## config.mk

```make
export PLATFORM = sky130hd
export DESIGN_NAME = mrs_ctrl
export DESIGN_NICKNAME = d
export VERILOG_FILES = /design/src/sv/mrs_pkg.sv /design/src/sv/mrs_ctrl.sv
export SDC_FILE = /design/constraint.sdc
export NUM_CORES = 1
export LEC_CHECK = 0
export BUFFER_PORTS_ARGS = -buffer_cell sky130_fd_sc_hd__buf_2
export CAP_MARGIN = 5
export CORE_AREA = 3 3 40 42
export CTS_CLUSTER_SIZE = 20
export DETAILED_ROUTE_END_ITERATION = 10
export DIE_AREA = 0 0 43 45
export PLACE_DENSITY = 0.68
export SYNTH_ARGS = -nofsm -noshare
export SYNTH_HDL_FRONTEND = slang
export SYNTH_SLANG_ARGS = --single-unit
export TNS_END_PERCENT = 10
```

## constraint.sdc

```tcl
create_clock -name clock -period 1 [get_ports clock]
set_input_delay 0.1 -clock clock [delete_from_list [all_inputs] [get_ports clock]]
set_output_delay 0.1 -clock clock [all_outputs]
set_load 0.005 [all_outputs]
```

## src/sv/mrs_pkg.sv

```systemverilog
// Shared types, constants and the CRC-16 byte step for the register slave.
// No dependencies; mrs_ctrl, mrs_dp, the top level and the testbench refer to it by scoped names.
`timescale 1ns / 1ps
`default_nettype none
package mrs_pkg;

   localparam int PAGES_DEFAULT       = 16;
   localparam int PAGE_WORDS_DEFAULT  = 256;
   localparam int FRAME_BYTES_DEFAULT = 256;

   localparam int CSR_IDX_W = 2;
   localparam int CSR_DATA_W = 16;
   localparam int COUNT_W = 9;
   localparam int WORDS_W = 8;        // words a frame can carry, at most 123
   localparam int HDR_BYTES = 6;

   localparam logic [COUNT_W-1:0] COUNT_MAX = '1;
   localparam logic [15:0] CRC_INIT = 16'hFFFF;
   localparam logic [15:0] CRC_POLY = 16'hA001;

   localparam logic [CSR_IDX_W-1:0] CSR_SLAVE_ID      = 2'd0;
   localparam logic [CSR_IDX_W-1:0] CSR_PAGE_ENABLE   = 2'd1;
   localparam logic [CSR_IDX_W-1:0] CSR_MIN_FRAME_LEN = 2'd2;

   localparam logic [7:0] FC_READ_HOLDING = 8'h03;
   localparam logic [7:0] FC_READ_INPUT   = 8'h04;
   localparam logic [7:0] FC_WRITE_MULTI  = 8'h10;

   localparam logic [2:0] STAT_OK       = 3'd0;
   localparam logic [2:0] STAT_SHORT    = 3'd1;
   localparam logic [2:0] STAT_CRC      = 3'd2;
   localparam logic [2:0] STAT_ID       = 3'd3;
   localparam logic [2:0] STAT_FUNC     = 3'd4;
   localparam logic [2:0] STAT_UNMAPPED = 3'd5;
   localparam logic [2:0] STAT_OVERFLOW = 3'd6;
   localparam logic [2:0] STAT_BEYOND   = 3'd7;

   typedef enum logic [1:0] {
      OP_FRAME_BYTE = 2'd0,
      OP_LOAD       = 2'd1,
      OP_STORE      = 2'd2,
      OP_NONE       = 2'd3
   } opcode_type;

   typedef enum logic [3:0] {
      S_IDLE, S_CHECK, S_HDR_REQ, S_HDR_CAP, S_EVAL, S_WORD_HI, S_WORD_LO,
      S_WORD_WR, S_LOCAL, S_LOAD_WAIT, S_RESULT
   } state_type;

   typedef struct packed {
      logic accept;
      logic check;
      logic hdr_rd;
      logic hdr_cap;
      logic eval;
      logic word_hi;
      logic word_lo;
      logic word_wr;
      logic local_op;
      logic load_cap;
      logic result_load;
   } cmd_type;

   typedef struct packed {
      opcode_type in_op;
      logic       in_last;
      logic       early_bad;
      logic       eval_write;
      logic       hdr_done;
      logic       word_done;
      logic       local_load;
      logic       out_free;
   } sts_type;

   function automatic logic [15:0] crc_byte(input logic [15:0] crc_in,
                                            input logic [7:0] data);
      logic [15:0] c;
      c = crc_in ^ {8'h00, data};
      for (int k = 0; k < 8; k++) begin
         if (c[0]) begin
            c = (c >> 1) ^ CRC_POLY;
         end else begin
            c = c >> 1;
         end
      end
      return c;
   endfunction

endpackage
`default_nettype wire

```

## src/sv/mrs_ctrl.sv

```systemverilog
// Controller state machine: sequences byte intake, frame checks, word writes
// and local accesses. Depends on mrs_pkg.
`timescale 1ns / 1ps
`default_nettype none
module mrs_ctrl (
   input  wire logic             clock,
   input  wire logic             reset,
   input  wire logic             req_valid,
   output      logic             req_ready,
   input  wire mrs_pkg::sts_type sts,
   output      mrs_pkg::cmd_type cmd
);
   mrs_pkg::state_type state_ff, state_in;

   always_ff @(posedge clock) begin
      if (reset) begin
         state_ff <= mrs_pkg::S_IDLE;
      end else begin
         state_ff <= state_in;
      end
   end

   always_comb begin
      state_in  = state_ff;
      cmd       = '0;
      req_ready = 1'b0;
      case (state_ff)
         mrs_pkg::S_IDLE: begin
            req_ready = 1'b1;
            if (req_valid) begin
               cmd.accept = 1'b1;
               case (sts.in_op)
                  mrs_pkg::OP_FRAME_BYTE: state_in = sts.in_last ? mrs_pkg::S_CHECK
                                                                 : mrs_pkg::S_IDLE;
                  mrs_pkg::OP_LOAD:       state_in = mrs_pkg::S_LOCAL;
                  mrs_pkg::OP_STORE:      state_in = mrs_pkg::S_LOCAL;
                  default:                state_in = mrs_pkg::S_IDLE;
               endcase
            end
         end
         mrs_pkg::S_CHECK: begin
            cmd.check = 1'b1;
            state_in  = sts.early_bad ? mrs_pkg::S_RESULT : mrs_pkg::S_HDR_REQ;
         end
         mrs_pkg::S_HDR_REQ: begin
            cmd.hdr_rd = 1'b1;
            state_in   = mrs_pkg::S_HDR_CAP;
         end
         mrs_pkg::S_HDR_CAP: begin
            cmd.hdr_cap = 1'b1;
            state_in    = sts.hdr_done ? mrs_pkg::S_EVAL : mrs_pkg::S_HDR_REQ;
         end
         mrs_pkg::S_EVAL: begin
            cmd.eval = 1'b1;
            state_in = sts.eval_write ? mrs_pkg::S_WORD_HI : mrs_pkg::S_RESULT;
         end
         mrs_pkg::S_WORD_HI: begin
            cmd.word_hi = 1'b1;
            state_in    = mrs_pkg::S_WORD_LO;
         end
         mrs_pkg::S_WORD_LO: begin
            cmd.word_lo = 1'b1;
            state_in    = mrs_pkg::S_WORD_WR;
         end
         mrs_pkg::S_WORD_WR: begin
            cmd.word_wr = 1'b1;
            state_in    = sts.word_done ? mrs_pkg::S_RESULT : mrs_pkg::S_WORD_HI;
         end
         mrs_pkg::S_LOCAL: begin
            cmd.local_op = 1'b1;
            state_in     = sts.local_load ? mrs_pkg::S_LOAD_WAIT : mrs_pkg::S_RESULT;
         end
         mrs_pkg::S_LOAD_WAIT: begin
            cmd.load_cap = 1'b1;
            state_in     = mrs_pkg::S_RESULT;
         end
         mrs_pkg::S_RESULT: begin
            if (sts.out_free) begin
               cmd.result_load = 1'b1;
               state_in        = mrs_pkg::S_IDLE;
            end
         end
         default: state_in = mrs_pkg::S_IDLE;
      endcase
   end
endmodule
`default_nettype wire

```

**Yosys cells after proc, flatten, opt, wreduce, memory -nomap -nowiden**

Index checks and enable logic that the tools add are counted.

- Register bits after elaboration: 4
- Bits in latches: 0
- Bits in writable memories: 0
- Bits in read-only memories: 0
- Input port bits: 12
- Output and inout port bits: 12
- Logic and storage cells: 43
- Memories: 0

- Add/subtract/negate cells: 0
- Multipliers: 0
- Div/mod/pow operators: 0
- Magnitude comparators: 0
- Eq/ne operators: 14
- Shifts and indexed selects: 0
- Multiplexer cells: 24
- Bitwise operators: 0
- Reductions and logical operators: 4

Operator list:

| operator | count |
|---|---|
| $pmux W4 S11 | 1 |
| $mux W4 | 5 |
| $eq A4 B3 Y1 const B | 4 |
| $mux W1 | 15 |
| $eq A4 B4 Y1 const B | 3 |
| $eq A4 B2 Y1 const B | 2 |
| $pmux W4 S2 | 1 |
| $eq A4 B1 Y1 const B | 1 |
| $logic_not A4 Y1 | 1 |
| $ne A2 B2 Y1 const B | 2 |
| $mux W3 | 1 |
| $eq A2 B1 Y1 const B | 1 |
| $eq A2 B2 Y1 const B | 1 |
| $logic_not A2 Y1 | 1 |
| $mux W2 | 1 |
| $reduce_and A2 Y1 | 1 |
| $reduce_or A2 Y1 | 1 |

**Longest topological paths before layout**

- Depth after elaboration: 5
- Gate-level depth with buffers: 6
- Depth with buffers taken out: 6

**Least setup slack after synthesis**

OpenSTA, ideal clock, no wires.

- Kind: reg2reg
- Start point: register state_ff[3]
- End point: register state_ff[1]
- Setup time: 123 ps
- Arrival: 989 ps
- Data required time: 877 ps
- Slack: -112 ps
- Stages on the path, launching flop included: 5
- Buffers on the path: 1
- Period minus slack after synthesis: 1112 ps
- Cell sequence: dfxtp_1 -> clkbuf_8 -> o21ai_0 -> a221oi_2 -> a21oi_2

- Cells in the longest elaborated chain, start to end: 3
- Elaborated cells on any way between the ends: 15
- Those cells by class: 12 x eq/ne; 1 x mux; 2 x reduce/logical

Ends and longest elaborated chain:

| what | RTL line | text |
|---|---|---|
| start: declaration | mrs_ctrl.sv:13 | `mrs_pkg::state_type state_ff, state_in;` |
| start signal: assignment | mrs_ctrl.sv:17 | `state_ff <= mrs_pkg::S_IDLE;` |
| start signal: assignment | mrs_ctrl.sv:19 | `state_ff <= state_in;` |
| $eq A4 B4 Y1 / $logic_not A4 Y1 (equally long branches) | mrs_ctrl.sv:27 | `case (state_ff)` |
| $ne A2 B2 Y1 (no source line) | n/a |  |
| $reduce_and A2 Y1 (no source line) | n/a |  |

Parallel ways exist; a longest one is shown, timed or not.
A chain may end at the register's enable or synchronous reset.

==> impl_metrics.tcl <==
set metrics [dict create \
    wl_per_cell_um 12.0 \
    r2r_end "state_ff[1]$_SDFFE_PP0P_" \
    drv_cap 0 \
    period_share_pct 126 \
    cts_buffer_depth 2 \
    areaGrowthSynthToFinish_pct 82.1 \
    fill_cells 116 \
    grt_first_pass_wirelength_um 2260 \
    rsz0062_at_grt "true" \
    grt_pass1_vias 547 \
    p_per_area_nw_per_um2 1530 \
    r2r_setup_slack_ns -0.24 \
    htreeDepth 1 \
    drive_gt1_share_pct 69.6 \
    largest_register_ffs 4 \
    max_freq_mhz 793 \
    synth_area_sq_um 474 \
    grt_usage_pct 15.1 \
    regArea_sq_um 92.6 \
    cp-start-kind "flop" \
    rr_startpoint "state_ff[3]$_SDFFE_PP0P_" \
    grt_max_degree 9 \
    finalSetupTns_ns -3.09 \
    antenna_found_initial 0 \
    cts_made_buffers 3 \
    relSlewSlack_pct 81.0 \
    reg_top3 "state_ff: 4 flops" \
    crit_fanout 8 \
    pin_count 24 \
    antennaDiodeCount 0 \
    violations "negative setup slack" \
    core_sq_um 1280 \
    die_h_um 45 \
    layout_setup_ws_ns -0.261 \
    multi_input_area_sq_um 412 \
    holdPathStages 2 \
    async_flop_share_pct 0 \
    layout.nets 117 \
    start_util_pct 36.9 \
    final_cells 117 \
    ys_warn_count 0 \
    hold_viol 0 \
    worstMarginPinSlew_ns 0.283 \
    syn_inst 61 \
    clock_sinks 4 \
    status "finished, violations left" \
    vias 602 \
    worstSkewPairLatency_ns 0.23 \
    clock-root-buffer "clkbuf_4" \
    finalPower_mw 1.32 \
    avgSynthCellArea_sq_um 7.77 \
    dieWidth_um 43 \
    endpoint "cmd[0]" \
    route.detailed.drc 0 \
    synth_seq_cells 4 \
    crit_start "state_ff[1]$_SDFFE_PP0P_" \
    routabilityCongestion 0.834 \
    ys_types 33 \
    end_kind "output port" \
    synth.net_count 74 \
    cts_tree "yes" \
    hp-class "in -> reg" \
    routed_wl_um 1410 \
    dpl.hpwl_um 1000 \
    holdWs_ns 0.0838 \
    placed_cells 108 \
    peakVddDrop_uv 994 \
    drt_iter0_markers 5 \
    synth_edf_count 0 \
    min_period_ns 1.26 \
    placement.io_buffers 23 \
    clkTransAtPathRegs_ns 0.04 \
    cp.arrival_ns 1.16 \
    slew_viol_final 0 \
    synth_seq_area_share_pct 16.9 \
    p_leak_nw 0.420 \
    worstSetupPathType "reg -> out" \
    yosys_most_used_dff "dfxtp_1" \
    via_per_inst 5.15 \
    top_register "state_ff" \
    postRouteAntennaNets 0 \
    r2r_cells 4 \
    row_count 13 \
    grt-ovfl-total 0 \
    finalSetupViolations 16 \
    first_pass_iters 4 \
    die_area_sq_um 1940 \
    required_ns 0.90 \
    clock_skew_ns 0.00498 \
]
==> metrics by stage <==
step	instance area [sq um]	utilization, %	setup WS (ns)
final	863	67.2	-0.261
after CTS	825	64.2	-0.292
after floorplan	477	-	-0.0932
after detailed placement	673	52.4	-0.238
after global placement	673	52.4	-0.202
after global routing	863	67.2	-0.364
==> worst max-delay path: stages (launching register included) <==
cell	delay (ns)
dfxtp_2	0.33
buf_12	0.14
and2b_1	0.17
and3_4	0.18
buf_6	0.11
==> kinds of logic after synthesis <==
kind of cell    count (synthesis)  synth area share, %
compound gates                 16                 24.5
flops                           4                 16.9
fa+ha+maj                       1                 2.64
buf+inv                         7                 12.4
simple gates                   33                 43.5
==> cell usage in the layout (no fill, tap or decap), drive strengths merged, types with 2 or more instances in the layout <==
| master | instances |
|---|---|
| o21ai | 4 |
| and3 | 2 |
| and2 | 2 |
| inv | 3 |
| nand3b | 2 |
| a21oi | 3 |
| nor2 | 8 |
| nand2b | 3 |
| nor3 | 4 |
| clkbuf | 3 |
| dfxtp | 4 |
| nand2 | 5 |
| and2b | 3 |
| buf | 42 |
==> Yosys cell counts, types with 2 or more instances <==
cell type | number | share of area, %
buf_6 | 3 | 7.1
nand3b_1 | 2 | 3.2
nor3_1 | 4 | 4.2
and2_1 | 2 | 2.6
nand2b_1 | 3 | 4.0
nor2_1 | 8 | 6.3
dfxtp_1 | 4 | 17
and2b_2 | 2 | 3.7
nand2_1 | 5 | 4.0
inv_1 | 2 | 1.6
a21oi_1 | 2 | 2.1
o21ai_0 | 3 | 3.2
==> final cells by class <==
type,instances,share of cell area (%)
clock buffers,3,2.61
inverters,3,1.30
multi-input cells,50,47.7
flip-flops and latches,4,10.7
well taps,15,2.17
repair buffers,42,35.5
==> metal layers <==
layer  vias up  wire length [um]  GRT usage [%]
li1        304                 -              -
met1       268               564           18.5
met2        26               727           26.9
met3         4                91           1.20
met4         0                25           6.63
met5         -                 0              0
==> worst min-delay path by stage <==
stage | start | slack [ns] | end
global placement | reset | 0.31 | state_ff[1]$_SDFFE_PP0P_
floorplan | reset | 0.16 | state_ff[1]$_SDFFE_PP0P_
global route | reset | 0.09 | state_ff[2]$_SDFFE_PP0P_
finish | reset | 0.08 | state_ff[2]$_SDFFE_PP0P_
CTS | reset | 0.07 | state_ff[2]$_SDFFE_PP0P_
detailed placement | reset | 0.32 | state_ff[1]$_SDFFE_PP0P_
==> report_power, final <==
part	switching [mW]	internal (mW)	leakage (nW)	total, mW
Combinational	0.364	0.513	0.371	0.877
Clock	0.0621	0.134	0.0138	0.196
Sequential	0.0541	0.197	0.0353	0.252
==> repair_timing <==
action,CTS,global route
hold buffers,0,0
pin swaps,11,6
setup buffers,5,1
setup endpoints to repair,16,16
gates resized for setup,23,6
Power figures use the tool's default switching activity.
